==> config.mk <==
export PLATFORM = sky130hd
export DESIGN_NAME = bf_ctrl
export DESIGN_NICKNAME = d
export VERILOG_FILES = /design/src/bf_pkg.sv /design/src/bf_ctrl.sv
export SDC_FILE = /design/constraint.sdc
export NUM_CORES = 1
export LEC_CHECK = 0
export BUFFER_PORTS_ARGS = -buffer_cell sky130_fd_sc_hd__buf_2
export CORE_MARGIN = 4
export CORE_UTILIZATION = 40
export DETAILED_ROUTE_END_ITERATION = 6
export REMOVE_ABC_BUFFERS = 1
export SLEW_MARGIN = 10
export SYNTH_ARGS = -nofsm -noshare
export SYNTH_HDL_FRONTEND = slang
export SYNTH_SLANG_ARGS = --single-unit
==> constraint.sdc <==
create_clock -name clk -period 4.8 [get_ports clk]
set_clock_uncertainty 0.1 [all_clocks]
set_input_delay 0.24 -clock clk [delete_from_list [all_inputs] [get_ports clk]]
set_output_delay 0.24 -clock clk [all_outputs]
set_load 0.01 [all_outputs]
==> src/bf_pkg.sv <==
// Shared types, constants and command structs for the Blowfish engine.
package bf_pkg;

    // Table layout
    localparam int TABLE_WORDS_DEF = 1042;
    localparam int P_WORDS         = 18;
    localparam int SBOX_WORDS      = 256;
    localparam int ROUNDS          = 16;
    localparam int RW_PAIRS        = 520;
    localparam logic [3:0] WRAP_RESET = 4'd12;

    // Request operation codes
    typedef enum logic [1:0] {
        OP_LOAD = 2'd0,
        OP_ENC  = 2'd1,
        OP_DEC  = 2'd2,
        OP_KEY  = 2'd3
    } op_t;

    // Controller states
    typedef enum logic [3:0] {
        ST_IDLE,
        ST_LOAD,
        ST_SEED,
        ST_STEP,
        ST_C_START,
        ST_C_ADDR,
        ST_C_MIX,
        ST_C_FIN_LO,
        ST_C_FIN_HI,
        ST_KW_CMT,
        ST_PMIX,
        ST_RW_HI,
        ST_RW_LO,
        ST_RESP
    } state_t;

    // What the running cipher pass works for; also selects its source block
    typedef enum logic [1:0] {
        PH_USER,
        PH_KW12,
        PH_KW01,
        PH_RW
    } phase_t;

    // Table write source
    typedef enum logic [1:0] {
        TW_IN,
        TW_HI,
        TW_LO
    } tw_src_t;

    // Key word update
    typedef enum logic [2:0] {
        KW_NONE,
        KW_SEED,
        KW_CMT12,
        KW_CMT01,
        KW_SHIFT
    } kw_op_t;

    typedef struct packed {
        logic        start;
        phase_t      src;
        logic        addr;
        logic        mix;
        logic        fin_lo;
        logic        fin_hi;
        logic [4:0]  p_idx;
        logic        tw_we;
        tw_src_t     tw_src;
        logic [9:0]  pair;
        kw_op_t      kw_op;
        logic        pmix;
        logic        byte_clr;
        logic        blk_clr;
    } cmd_t;

    typedef struct packed {
        logic        in_valid;
        op_t         in_op;
        logic        out_ready;
        op_t         op;
        logic [1:0]  level;
    } status_t;

endpackage

==> src/bf_ctrl.sv <==
// Controller: sequences requests, cipher rounds and key schedule passes.
module bf_ctrl (
    input  logic             clk,
    input  logic             rst_n,
    input  bf_pkg::status_t  status,
    output bf_pkg::cmd_t     cmd,
    output logic             in_ready,
    output logic             out_valid
);

    bf_pkg::state_t  state_reg, state_next;
    bf_pkg::phase_t  phase_reg, phase_next;
    logic [3:0]      rnd_reg, rnd_next;
    logic [4:0]      n_reg, n_next;
    logic [9:0]      k_reg, k_next;
    logic [2:0]      step_reg, step_next;
    logic            dec;
    logic [1:0]      thr;

    always_ff @(posedge clk or negedge rst_n)
    begin
        if (!rst_n)
        begin
            state_reg <= bf_pkg::ST_IDLE;
            phase_reg <= bf_pkg::PH_USER;
            rnd_reg   <= 4'd0;
            n_reg     <= 5'd0;
            k_reg     <= 10'd0;
            step_reg  <= 3'd0;
        end
        else
        begin
            state_reg <= state_next;
            phase_reg <= phase_next;
            rnd_reg   <= rnd_next;
            n_reg     <= n_next;
            k_reg     <= k_next;
            step_reg  <= step_next;
        end
    end

    assign dec = (phase_reg == bf_pkg::PH_USER) && (status.op == bf_pkg::OP_DEC);
    assign thr = (step_reg == 3'd3) ? 2'd3 : step_reg[1:0] + 2'd1;

    always_comb
    begin
        state_next = state_reg;
        phase_next = phase_reg;
        rnd_next   = rnd_reg;
        n_next     = n_reg;
        k_next     = k_reg;
        step_next  = step_reg;
        cmd        = '0;
        cmd.src    = phase_reg;
        cmd.pair   = k_reg;
        in_ready   = 1'b0;
        out_valid  = 1'b0;

        case (state_reg)
            // Take a request and dispatch on its operation
            bf_pkg::ST_IDLE:
            begin
                in_ready = 1'b1;
                if (status.in_valid)
                begin
                    case (status.in_op)
                        bf_pkg::OP_LOAD: state_next = bf_pkg::ST_LOAD;
                        bf_pkg::OP_KEY:  state_next = bf_pkg::ST_SEED;
                        default:
                        begin
                            phase_next = bf_pkg::PH_USER;
                            state_next = bf_pkg::ST_C_START;
                        end
                    endcase
                end
            end
            bf_pkg::ST_LOAD:
            begin
                cmd.tw_we   = 1'b1;
                cmd.tw_src  = bf_pkg::TW_IN;
                cmd.blk_clr = 1'b1;
                state_next  = bf_pkg::ST_RESP;
            end
            bf_pkg::ST_SEED:
            begin
                cmd.kw_op  = bf_pkg::KW_SEED;
                step_next  = 3'd0;
                state_next = bf_pkg::ST_STEP;
            end
            // Walk the key init steps: pass, pass, shift, pass
            bf_pkg::ST_STEP:
            begin
                if (step_reg == 3'd2)
                begin
                    cmd.kw_op = bf_pkg::KW_SHIFT;
                    step_next = 3'd3;
                end
                else if (step_reg == 3'd4)
                begin
                    cmd.blk_clr = 1'b1;
                    state_next  = bf_pkg::ST_RESP;
                end
                else if (status.level >= thr)
                begin
                    phase_next = bf_pkg::PH_KW12;
                    state_next = bf_pkg::ST_C_START;
                end
                else
                    step_next = step_reg + 3'd1;
            end
            // Cipher: load block, then an address step and a mix step per round
            bf_pkg::ST_C_START:
            begin
                cmd.start  = 1'b1;
                rnd_next   = 4'd0;
                state_next = bf_pkg::ST_C_ADDR;
            end
            bf_pkg::ST_C_ADDR:
            begin
                cmd.addr   = 1'b1;
                cmd.p_idx  = dec ? 5'd17 - {1'b0, rnd_reg} : {1'b0, rnd_reg};
                state_next = bf_pkg::ST_C_MIX;
            end
            bf_pkg::ST_C_MIX:
            begin
                cmd.mix  = 1'b1;
                rnd_next = rnd_reg + 4'd1;
                if (rnd_reg == 4'(bf_pkg::ROUNDS - 1))
                    state_next = bf_pkg::ST_C_FIN_LO;
                else
                    state_next = bf_pkg::ST_C_ADDR;
            end
            bf_pkg::ST_C_FIN_LO:
            begin
                cmd.fin_lo = 1'b1;
                cmd.p_idx  = dec ? 5'd1 : 5'd16;
                state_next = bf_pkg::ST_C_FIN_HI;
            end
            bf_pkg::ST_C_FIN_HI:
            begin
                cmd.fin_hi = 1'b1;
                cmd.p_idx  = dec ? 5'd0 : 5'd17;
                case (phase_reg)
                    bf_pkg::PH_USER: state_next = bf_pkg::ST_RESP;
                    bf_pkg::PH_RW:   state_next = bf_pkg::ST_RW_HI;
                    default:         state_next = bf_pkg::ST_KW_CMT;
                endcase
            end
            // Store the encrypted key words
            bf_pkg::ST_KW_CMT:
            begin
                if (phase_reg == bf_pkg::PH_KW12)
                begin
                    cmd.kw_op  = bf_pkg::KW_CMT12;
                    phase_next = bf_pkg::PH_KW01;
                    state_next = bf_pkg::ST_C_START;
                end
                else
                begin
                    cmd.kw_op    = bf_pkg::KW_CMT01;
                    cmd.byte_clr = 1'b1;
                    n_next       = 5'd0;
                    state_next   = bf_pkg::ST_PMIX;
                end
            end
            // Mix key words into P, one word a cycle
            bf_pkg::ST_PMIX:
            begin
                cmd.pmix  = 1'b1;
                cmd.p_idx = n_reg;
                n_next    = n_reg + 5'd1;
                if (n_reg == 5'(bf_pkg::P_WORDS - 1))
                begin
                    cmd.blk_clr = 1'b1;
                    k_next      = 10'd0;
                    phase_next  = bf_pkg::PH_RW;
                    state_next  = bf_pkg::ST_C_START;
                end
            end
            // Rewrite the table two words per encryption
            bf_pkg::ST_RW_HI:
            begin
                cmd.tw_we  = 1'b1;
                cmd.tw_src = bf_pkg::TW_HI;
                state_next = bf_pkg::ST_RW_LO;
            end
            bf_pkg::ST_RW_LO:
            begin
                cmd.tw_we  = 1'b1;
                cmd.tw_src = bf_pkg::TW_LO;
                if (k_reg == 10'(bf_pkg::RW_PAIRS - 1))
                begin
                    step_next  = step_reg + 3'd1;
                    state_next = bf_pkg::ST_STEP;
                end
                else
                begin
                    k_next     = k_reg + 10'd1;
                    state_next = bf_pkg::ST_C_START;
                end
            end
            // Hold the result until taken
            bf_pkg::ST_RESP:
            begin
                out_valid = 1'b1;
                if (status.out_ready)
                    state_next = bf_pkg::ST_IDLE;
            end
            default:
                state_next = bf_pkg::ST_IDLE;
        endcase
    end

endmodule

; ---- After elaboration in Yosys (flattened, before gate mapping)
; Cells that the tools add are included.
[totals]
romBits = 0
input_bits = 10
mem_bits_rw = 0
latchBits = 0
mem_count = 0
word_cells = 119
output_inout_bits = 33
register_bits = 28
[classes]
div = 0
n_reduce_logical = 15
n_mul = 0
muxes = 54
shifts = 0
magnitude_cmp = 1
bitwise_logic = 0
addsub = 6
eq_ne = 37
[op_table]
columns = operator, count
row1 = case mux 4 bit (14 select lines), 1
row2 = "== test 4 bit, second input constant", 7
row3 = 2-to-1 mux 4 bit, 7
row4 = case mux 3 bit (3 select lines), 3
row5 = "inequality test 2 bit, second input constant", 11
row6 = 2-to-1 mux 10 bit, 2
row7 = 2-to-1 mux 5 bit, 4
row8 = case mux 10 bit (2 select lines), 1
row9 = case mux 5 bit (4 select lines), 1
row10 = 2-to-1 mux 2 bit, 9
row11 = 2-to-1 mux 3 bit, 6
row12 = "== test 4 x 3 -> 1 bit, second input constant", 4
row13 = 2-to-1 mux 1 bit, 14
row14 = case mux 3 bit (2 select lines), 2
row15 = "adder 10 x 1 -> 10 bit, second input constant", 1
row16 = "== test 10 bit, second input constant", 1
row17 = case mux 5 bit (2 select lines), 1
row18 = "inequality test 3 bit, second input constant", 3
row19 = "== test 4 x 2 -> 1 bit, second input constant", 2
row20 = case mux 2 bit (4 select lines), 1
row21 = case mux 4 bit (2 select lines), 1
row22 = AND reduction 8 bit, 1
row23 = "== test 2 bit, second input constant", 3
row24 = "== test 3 x 2 -> 1 bit, second input constant", 2
row25 = 22 further kinds, 25

; ---- Longest topological paths before layout
; Gate-level depths: netlist of run 1.
[depth]
depth_word = 7
ltp_mapped = 9
mapped_depth_nobuf = 9

; ---- Worst setup path before layout of run 1
; OpenSTA, ideal clock, no wires.
[synth_timing]
path_type = reg-to-reg
start = register step_reg[0]
end = register state_reg[1]
period_less_slack_ps = 2232
path_slack_ps = 2568
setup_ps = 128
path_stages_with_launch = 10
required_time_ps = 4572
arrival_time_ps = 2005
cell_sequence = dfrtp_1 ha_1 ha_1 nand2b_1 ha_1 nand2b_1 a21oi_1 a31oi_1 nand2_1 mux2_1
[synth_via]
elab_chain_len = 5
elab_cells_between_ends = 12
classes_between = 1 x add/sub / 1 x order compare / 5 x eq/ne / 4 x mux / 1 x reduce/logical
[synth_lines]
columns = item, line
row1 = start: declaration, bf_ctrl.sv:16  ; logic [2:0] step_reg, step_next;
row2 = start signal: assignment, bf_ctrl.sv:38  ; step_reg <= step_next;
row3 = adder 2 x 1 -> 2 bit / == test 3 x 2 -> 1 bit (equally long branches), bf_ctrl.sv:43  ; assign thr = (step_reg == 3'd3) ? 2'd3 : step_reg[1:0] + 2'd1;
row4 = 2-to-1 mux 2 bit, bf_ctrl.sv:43
row5 = greater-or-equal comparator 2 bit, bf_ctrl.sv:103  ; else if (status.level >= thr)
row6 = inequality test 3 bit (no line), --
row7 = AND reduction 5 bit (no line), --
row8 = end signal: assignment, bf_ctrl.sv:24  ; state_reg <= bf_pkg::ST_IDLE;
row9 = end signal: assignment, bf_ctrl.sv:33  ; state_reg <= state_next;
row10 = end: declaration, bf_ctrl.sv:11  ; bf_pkg::state_t state_reg, state_next;
; Parallel ways exist; a longest one is shown, timed or not. The select of a mux whose other input is x is not followed.
; A chain may end at the register's enable or synchronous reset.

==> results of run 1 <==
==> stage by stage <==
step                      setup WS [ns]  instance area [sq um]
final                              2.13                   2420
after global routing               1.97                   2420
after CTS                          2.13                   2420
after floorplan                    2.56                   2040
after detailed placement           2.29                   2330
after global placement             2.33                   2330
==> power groups by stage <==
stage | combinational [mW] | clock, mW | sequential, mW
final | 0.600 | 0.187 | 0.452
after global routing | 0.689 | 0.203 | 0.472
after CTS | 0.605 | 0.194 | 0.450
after detailed placement | 0.600 | 0 | 0.455
after global placement | 0.599 | 0 | 0.454
after floorplan | 0.420 | 0 | 0.423
==> area by class of cell <==
type / count / area (sq um)
Clock inverter: 1 / 30.0
Sequential cell: 28 / 701
Inverter: 18 / 67.6
Tap cell: 70 / 87.6
Fill cell: 513 / 2660
Multi-Input combinational cell: 196 / 1270
Timing Repair Buffer: 43 / 220
Clock buffer: 3 / 41.3
==> critical path: stages, from the launching register on <==
cell and delay (ns):
dfrtp_1 0.47, nor4b_1 0.90, nand3_1 0.20, a21boi_0 0.17
o21ai_0 0.16, buf_2 0.16
==> worst min path at each step <==
| stage | startpoint | to | slack, ns | depth (start not counted) |
|---|---|---|---|---|
| final | status[4] | state_reg[2]$_DFFE_PN0P_ | 0.22 | 3 |
| after global routing | status[4] | state_reg[2]$_DFFE_PN0P_ | 0.24 | 3 |
| after CTS | status[4] | state_reg[2]$_DFFE_PN0P_ | 0.22 | 3 |
| after detailed placement | rst_n | rnd_reg[0]$_DFFE_PN0P_ | 0.20 | 1 |
| after global placement | rst_n | rnd_reg[0]$_DFFE_PN0P_ | 0.21 | 1 |
| after floorplan | rst_n | k_reg[0]$_DFFE_PN0P_ | -0.16 | 0 |
==> cells in the final DEF (no fill, tap or decap), types with 6 or more instances in the layout <==
| cell | count |
|---|---|
| xor2_1 | 9 |
| nor2_1 | 30 |
| nand2_1 | 21 |
| nand3_1 | 16 |
| a21oi_1 | 13 |
| nand2b_1 | 6 |
| inv_1 | 14 |
| a31oi_1 | 6 |
| nand4_1 | 6 |
| buf_2 | 42 |
| ha_1 | 14 |
| o21ai_0 | 18 |
| nor2b_1 | 7 |
| dfrtp_1 | 28 |
==> cells in the mapped netlist (2+ instances only) <==
library cell	count	area (sq um)
a211oi_1	2	15.0
a21oi_1	13	65.1
a31oi_1	6	37.5
and2_1	2	12.5
buf_2	8	40.0
dfrtp_1	28	701
ha_1	14	175
inv_1	14	52.6
inv_2	3	11.3
mux2_1	4	45.0
mux2i_1	2	20.0
nand2_1	21	78.8
nand2b_1	6	37.5
nand3_1	16	80.1
nand4_1	6	37.5
nor2_1	30	113
nor2b_1	7	43.8
nor3_1	4	20.0
o21ai_0	18	90.1
o21ai_1	2	10.0
o22ai_1	2	12.5
o32a_1	2	20.0
o41ai_1	2	17.5
or3_1	3	18.8
xor2_1	9	78.8
==> routing by layer <==
layer  global-route usage [%]  up-vias  part of all wire, %
li1                         -      977                    -
met1                     24.6      907                   46
met2                     28.8       53                   49
met3                     2.80        2                  5.0
met4                     3.21        0                 0.36
met5                        0        -                    0
==> kinds of logic after synthesis <==
group	Yosys count	synth area share [%]
buffers and inverters	28	5.52
AND/OR/NAND/NOR	106	26.5
multiplexers	7	3.66
flip-flops	28	33.6
adder cells (fa/ha/maj)	14	8.40
AO/OA/AOI/OAI	59	18.1
XOR/XNOR	10	4.20
==> results.md, run 1 <==
* Fin crit period at ~2.7 ns
* Seq pwr share at 36.5%
* Post-synth ARST share at between 90% and 100%
* Initial antenna violation count at 0
* Row count at 26
* Net Sw Power at 0.570 mW
* CP max FO at 7
* IO Pins at 43
* Worst hold path class: in -> reg
* Kind of critical path: reg -> out
* CP startpoint: phase_reg[0]$_DFFE_PN0P_
* Die ar. at about 6400 sq um
* Tcrit/Tclk final at a little under three fifths
* Drt first pass iters at 4
* Avg Inst Size Synth at between 8 and 9 sq um
* Non-filler instance count after layout at 359
* Crit path DAT at roughly 2.3 ns
* Synth Cell Area at about 2100 sq um
* Dpl hpwl at just over 4 mm
* Reg2reg end: phase_reg[0]$_DFFE_PN0P_
* Total track usage at between 15 and 20%
* Hold buffer count at CTS at 1
* Seq/Total Area, Yosys at 33.6%
* Clock buffer depth at 2
* Status: completed
* Fmax at ~370 MHz
* Worst EP required at ~4.5 ns
* Drt wl/cell at between 10 and 15 um
* Clk slew on worst S/H paths at 0.10 ns
* Final nets at 314
* RSZ-0062 raised after global routing: no
* Sw Share at between 40% and 50%
* Largest net degree at the start of global routing at 29
* Core Box Area at 5070 sq um
* Element type at the critical path start: register
* Routed Antenna Nets at 0
* Vias at roughly 1900
* R2R depth at 6
* CTS tree: yes
* Setup tns final at 0 ns
* Final core utilization at 47.6%
* Layout cells sized above 1 at between 20% and 30%
* R2R setup slack at around 2.3 ns
* CTS resizes at 0
* PwrDens at about 510 nW/um^2
* Crit. End Element: output port
* Number of global-route vias before repair at 1862
* Die W at around 80 um
* IO buf count at 42
* CTS sink cnt at 28
* Synth-to-Final Area Change at 15.9%
* DIE HEIGHT at around 80 um
* DR DRC count at 0
* Distinct cells, synth at 53
* Design Power at approximately 1.2 mW
* Leak pwr at approximately 1.2 nW
* #FFs+latches synth at 28
* Worst VDD drop at 0.237 mV
* Endpoints failing setup at 0
* Number of max-slew violations in the final report at 0
* Num CTS Buffers at 3
* Combinational share of power at 48.4%
* Synth warnings at 0
* Primary FF master, synth: dfrtp_1
* Total setup buffers inserted after CTS at 0
* Routability congestion estimate from global placement at roughly 0.90
* EDFF count, synth at 0
* Max reg flops at 10
* P_int at 0.669 mW
* H-tree depth at 1
* Clock Tree Root: clkbuf_8
* Cell count after synthesis at between 200 and 300
* Drt initial violations at between 150 and 200
* # diodes at 0
* Worst skew pair latency at about 0.27 ns
* Initial Util at between 40% and 50%
* R2r startpoint: state_reg[0]$_DFFE_PN0P_
* Critical Path End: cmd[19]
* Gr ovfl total at 0
* WHS at between 0.2 and 0.25 ns
* Placed cell count at between 300 and 400
* Fin. Hold Viols at 0
* Max_slew headroom at between 30% and 40%
* Power share of the clock group at between 15 and 20%
* Max_cap viols at 0
* WL final at ~5.3 mm
* Vias/cell at roughly 5.4
* Worst slew pin tran at between 0.9 and 1 ns
* Global-route wire length before repair at about 9.1 mm
Power figures use the tool's default switching activity.
==> run 2, diff against run 1 <==
Settings changed: ABC_AREA set to 1.
Clock period 4.8 ns to 2.8 ns, I/O delays scaled along.
==> results.md, run 2 <==
* Status: completed
* CP max FO at 4 (-3)
* Vias at 2221 (+15%)
* Layout cells sized above 1 at 18.3% (-2.4 points)
* Primary FF master, synth: dfrtp_1
* Total track usage at 18.3% (+0.68 points)
* Largest net degree at the start of global routing at 29 (unchanged)
* Most frequent cells in the layout: 106 x nand2_1, 45 x inv_1, 42 x buf_2
* IO buf count at 42 (unchanged)
* Mux contribution to synthesized area at 0% (-3.7 points)
* Compound-gate portion of the synthesized area at 9.69% (-8.4 points)
* Simple-gate share of the synthesized area at 39.9% (+13 points)
* Number of global-route vias before repair at 2117 (+14%)
* Die W at 82.3 um (+2.6%)
* Crit path DAT at 2.35 ns (+0.02 ns)
* #FFs+latches synth at 28 (unchanged)
* Max_slew headroom at 55.0% (+22 points)
* Setup tns final at 0 ns (unchanged)
* Worst VDD drop at 0.467 mV (+97%)
* Final nets at 407 (+30%)
* Synth-to-Final Area Change at 15.3%
* Routed Antenna Nets at 0 (unchanged)
* Synth Cell Area at 2210 sq um (+5.9%)
* Hold-critical path depth at 3 (unchanged)
* Fmax at 440 MHz
* Element type at the critical path start: register
* Vias/cell at 4.91 (-9.0%)
* CTS tree: yes
* Worst-path cell chain: ha_1 > ha_1 > or2_2 > ha_1 > o21ai_0 > nand2_1 > nor2_1 > nand2_1 > nand2_1 > inv_2 > nand2_1 > nand2_1
* RSZ-0062 raised after global routing: no
* Num CTS Buffers at 3 (unchanged)
* Avg Inst Size Synth at 6.51 sq um (-21%)
* WL final at 5.65 mm (+6.1%)
* Kind of critical path: reg -> reg
* Dpl cell area at 2480 sq um (+6.2%)
* Seq/Total Area, Yosys at 31.7% (-1.9 points)
* Slowest cell on crit path: dfrtp_1
* CTS sink cnt at 28 (unchanged)
* Crit. End Element: register
* CP delay by family, top: simple AND/OR/NAND/NOR gates
* Fin crit period at roughly 2.3 ns
* Max reg flops at 10 (unchanged)
* Tcrit/Tclk final at approximately four fifths
* Worst skew pair latency at 0.28 ns (about the same)
* Adder-Cell Fraction of Synth Area at 7.94% (-0.47 points)
* H-tree depth at 1 (unchanged)
* R2R setup slack at 0.53 ns (-1.73 ns)
* Worst slew pin tran at 0.675 ns (-0.322 ns)
* Yosys top cell area share at 31.7% (-1.9 points)
* Post-Synth XOR/XNOR Area at 0.397% (-3.8 points)
* Fin. Hold Viols at 0 (unchanged)
* DIE HEIGHT at 82.3 um (+2.6%)
* R2R depth at 12 (+6)
* Seq pwr share at 32.9% (-3.6 points)
* Global-route wire length before repair at 9.58 mm (+5.6%)
* IO Pins at 43 (unchanged)
* Row count at 26 (unchanged)
* Bufs and invs on worst path at 1 (unchanged)
* Core Box Area at 5240 sq um (+3.2%)
* Leak pwr at 1.52 nW (+26%)
* Reg2reg end: state_reg[2]$_DFFE_PN0P_
* Gr ovfl total at 0 (unchanged)
* Synth area leaders: dfrtp_1 32%, nand2_1 18%, ha_1 7.9%
* CP startpoint: step_reg[1]$_DFFE_PN0P_
* Drt initial violations at 135 (-32%)
* PwrDens at 733 nW/um^2 (+43%)
* P_int at 0.943 mW (+41%)
* Commonest non-fill, non-tap cell in the layout: nand2_1
* Synth cell count leaders: 106 x nand2_1, 45 x inv_1, 36 x nor2_1, 33 x nand3_1, 28 x dfrtp_1
* Routability congestion estimate from global placement at 0.913 (+1.6%)
* Power share of the clock group at 13.9% (-1.2 points)
* Die ar. at 6770 sq um (+5.3%)
* Max_cap viols at 0 (unchanged)
* Drt wl/cell at 12.5 um (-16%)
* Drt first pass iters at 7 (+3)
* R2r startpoint: step_reg[1]$_DFFE_PN0P_
* CP dominant cell by count: nand2_1
* Initial Util at 42.1% (+1.1 points)
* Worst EP required at 2.88 ns (-1.58 ns)
* Synth warnings at 0 (unchanged)
* Net Sw Power at 0.923 mW (+62%)
* Clk slew on worst S/H paths at 0.10 ns (about the same)
* EDFF count, synth at 0 (unchanged)
* Combinational share of power at 53.2% (+4.8 points)
* Post-synth ARST share at 100% (unchanged)
* Endpoints failing setup at 0 (unchanged)
* # diodes at 0 (unchanged)
* Clock Tree Root: clkbuf_8
* Largest family of logic cells by synthesized area: simple AND/OR/NAND/NOR gates
* Distinct cells, synth at 30 (-43%)
* Count leader, synth: nand2_1
* Final Cell Area at 2540 sq um (+5.3%)
* Dpl hpwl at 4.44 mm (+8.1%)
* Clock buffer depth at 2 (unchanged)
* Largest area contributor in the synthesized netlist: dfrtp_1
* Worst Hold Launch: status[4]
* Cell count after synthesis at 339 (+35%)
* DR DRC count at 0 (unchanged)
* Initial antenna violation count at 0 (unchanged)
* Slowest Stage Delay on Critical Path at 0.42 ns (-0.48 ns)
* Number of max-slew violations in the final report at 0 (unchanged)
* WHS Endpoint: state_reg[2]$_DFFE_PN0P_
* Worst hold path class: in -> reg
* Sw Share at 49.4% (+3.4 points)
[run 2: power groups by stage]
stage	Clock, mW	Sequential (mW)	Combinational (mW)
floorplan	0	0.609	0.692
global placement	0	0.622	0.986
detailed placement	0	0.623	0.991
CTS	0.273	0.614	0.997
global route	0.284	0.635	1.15
finish	0.259	0.615	0.993
[run 2: layout make-up]
type,count,area [sq um]
fill,562,2690
clock buffer,4,55.1
sequential,28,701
timing repair buffer,43,220
multi-input combinational,253,1280
inverter,54,203
tap,70,87.6
[run 2: cell families after synthesis]
family,after synthesis
buf+inv,58
fa+ha+maj,14
simple gates,202
flops,28
xor+xnor,1
compound gates,36
[run 2: worst max-delay path by stage]
stage	to	cells after the start
after detailed placement	state_reg[2]$_DFFE_PN0P_	12
final	state_reg[2]$_DFFE_PN0P_	12
after global placement	state_reg[2]$_DFFE_PN0P_	12
after global routing	state_reg[0]$_DFFE_PN0P_	12
after CTS	state_reg[2]$_DFFE_PN0P_	12
after floorplan	state_reg[2]$_DFFE_PN0P_	12
[run 2: tightest hold or removal path, cell delays in order]
cell and delay (ns):
buf_2 0.09, nand3b_1 0.16, nand2_1 0.07
[run 2: metal layers]
metal / wire length, um / track usage [%] / share of wire (%)
met1: 2720 / 24.5 / 48
met2: 2580 / 30.2 / 46
met3: 289 / 3.04 / 5.1
met4: 65 / 4.98 / 1.2
met5: 0 / 0 / 0
[run 2: per-stage QoR]
stage,std cells,util [%],power (mW),setup slack [ns],hold slack (ns)
after floorplan,335,-,1.30,0.662,-0.256
after global placement,447,47.3,1.61,0.577,0.116
after detailed placement,447,47.3,1.61,0.537,0.116
after CTS,452,48.6,1.88,0.515,0.0930
after global routing,452,48.6,2.07,0.250,0.119
final,452,48.6,1.87,0.528,0.112
[run 2: repair_timing]
action	4_1_cts	5_1_grt
gates resized for setup	0	0
buffers inserted	0	0
hold buffers	1	0
endpoints found under the hold margin	28	0
==> run 3, diff against run 2 <==
Clock period 2.8 ns to 2.2 ns, I/O delays scaled along.
==> results.md, run 3 (synthesis results as in run 2) <==
* Kind of critical path: reg -> out
* Tcrit/Tclk final at a little over 90%
* H-tree depth at 1 (unchanged)
* Synth-to-Final Area Change at 19.6%
* Commonest non-fill, non-tap cell in the layout: nand2_1
* Drt initial violations at 106 (-21%)
* Clock Tree Root: clkbuf_8
* Total track usage at 17.9% (-0.38 points)
* Layout cells sized above 1 at 21.3% (+3.0 points)
* DR DRC count at 0 (unchanged)
* Clock buffer depth at 2 (unchanged)
* Number of max-slew violations in the final report at 0 (unchanged)
* Number of global-route vias before repair at 2141 (+1.1%)
* Max_cap viols at 0 (unchanged)
* Final nets at 414 (+1.7%)
* Max_slew headroom at 56.3% (+1.3 points)
* Initial antenna violation count at 0 (unchanged)
* CTS sink cnt at 28 (unchanged)
* Hold-critical path depth at 3 (unchanged)
* Routed Antenna Nets at 0 (unchanged)
* Drt wl/cell at 12.6 um (+0.95%)
* R2r startpoint: step_reg[1]$_DFFE_PN0P_
* WL final at 5.79 mm (+2.5%)
* # diodes at 0 (unchanged)
* Vias/cell at 4.98 (+1.4%)
* Clk slew on worst S/H paths at 0.10 ns (about the same)
* Crit. End Element: output port
* Fin crit period at 2.05 ns
* WHS at 0.0947 ns (-0.0171 ns)
* Core Box Area at 5240 sq um (unchanged)
* IO Pins at 43 (unchanged)
* Initial Util at 42.1% (unchanged)
* Place WS at -0.0307 ns (-0.568 ns)
* WHS Endpoint: state_reg[2]$_DFFE_PN0P_
* Worst skew pair latency at 0.28 ns (about the same)
* Fin worst setup slack at 0.152 ns (-0.376 ns)
* DIE HEIGHT at 82.3 um (unchanged)
* Row count at 26 (unchanged)
* PwrDens at 956 nW/um^2 (+30%)
* Num CTS Buffers at 3 (unchanged)
* R2R setup slack at 0.16 ns (-0.37 ns)
* Max reg flops at 10 (unchanged)
* Worst VDD drop at 0.490 mV (+4.9%)
* Die ar. at 6770 sq um (unchanged)
* Crit path DAT at 1.84 ns (-0.51 ns)
* Vias at 2287 (+3.0%)
* Fin. Hold Viols at 0 (unchanged)
* Leak pwr at 1.56 nW (+2.6%)
* Dpl hpwl at 4.51 mm (+1.6%)
* Routability congestion estimate from global placement at 0.884 (-3.2%)
* Largest net degree at the start of global routing at 29 (unchanged)
* Die W at 82.3 um (unchanged)
* CTS tree: yes
* Most frequent cells in the layout: 105 x nand2_1, 45 x inv_1, 42 x buf_2
* IO buf count at 42 (unchanged)
* Fmax at between 400 and 500 MHz
* Total setup buffers inserted after CTS at 0 (unchanged)
* RSZ-0062 raised after global routing: no
* R2R depth at 11 (-1)
* Worst slew pin tran at 0.656 ns (-0.0190 ns)
* Element type at the critical path start: register
* CP max FO at 8 (+4)
* Gr ovfl total at 0 (unchanged)
* Worst Hold Launch: status[4]
* Worst EP required at 1.99 ns (-0.89 ns)
* Global-route wire length before repair at 9.59 mm (+0.15%)
* Drt first pass iters at 4 (-3)
* Endpoints failing setup at 0 (unchanged)
* Reg2reg end: phase_reg[0]$_DFFE_PN0P_
* Status: completed
* Worst hold path class: in -> reg
-- run 3: where the power goes --
part / internal, mW / leakage [nW] / switching (mW)
Clock: 0.244 / 0.0357 / 0.175
Sequential: 0.625 / 0.377 / 0.162
Combinational: 0.462 / 1.15 / 0.857
Total: 1.33 / 1.56 / 1.19
-- run 3: timing repair --
item | in CTS | in global routing
gates resized for setup | 2 | 6
pin swaps | 5 | 5
setup endpoints to repair | 3 | 11
hold buffers | 1 | 0
endpoints found under the hold margin | 28 | 0
-- run 3: per-stage QoR --
| stage | power (mW) | instance area (sq um) | TNS [ns] | std cells | utilization, % |
|---|---|---|---|---|---|
| global route | 2.77 | 2640 | 0 | 459 | 50.4 |
| CTS | 2.53 | 2620 | 0 | 459 | 50.0 |
| floorplan | 1.66 | 2180 | 0 | 335 | - |
| detailed placement | 2.10 | 2530 | -0.0667 | 454 | 48.4 |
| finish | 2.52 | 2640 | 0 | 459 | 50.4 |
| global placement | 2.09 | 2530 | -0.00275 | 454 | 48.4 |
-- run 3: cell type report --
type	instances	area [sq um]
Clock buffer	3	41.3
Clock inverter	1	30.0
Fill cell	532	2600
Inverter	54	203
Multi-Input combinational cell	253	1300
Sequential cell	28	702
Tap cell	70	87.6
Timing Repair Buffer	50	273
-- run 3: per-layer routing --
metal / part of all wire, % / up-vias / global-route usage (%)
li1: - / 1182 / -
met2: 48 / 50 / 31.1
met5: 0 / - / 0
met1: 47 / 1049 / 23.7
met4: 0.76 / 0 / 4.32
met3: 5.0 / 6 / 1.84
-- run 3: worst max-delay path, stage by stage (launching register included) --
cell	delay (ns)
dfrtp_1	0.53
inv_2	0.11
nor2_4	0.17
nand2_1	0.21
o211ai_1	0.22
nand2_1	0.09
o21ai_0	0.07
buf_2	0.15
-- run 3: worst max-delay path by stage --
stage / cells after the start / endpoint / startpoint / slack, ns
floorplan: 12 / state_reg[2]$_DFFE_PN0P_ / step_reg[1]$_DFFE_PN0P_ / 0.06
global placement: 12 / state_reg[2]$_DFFE_PN0P_ / step_reg[0]$_DFFE_PN0P_ / -0.003
detailed placement: 12 / state_reg[2]$_DFFE_PN0P_ / step_reg[0]$_DFFE_PN0P_ / -0.03
CTS: 12 / state_reg[2]$_DFFE_PN0P_ / step_reg[0]$_DFFE_PN0P_ / 0.009
global route: 7 / cmd[21] / state_reg[0]$_DFFE_PN0P_ / 0.00008
finish: 7 / cmd[19] / state_reg[0]$_DFFE_PN0P_ / 0.15
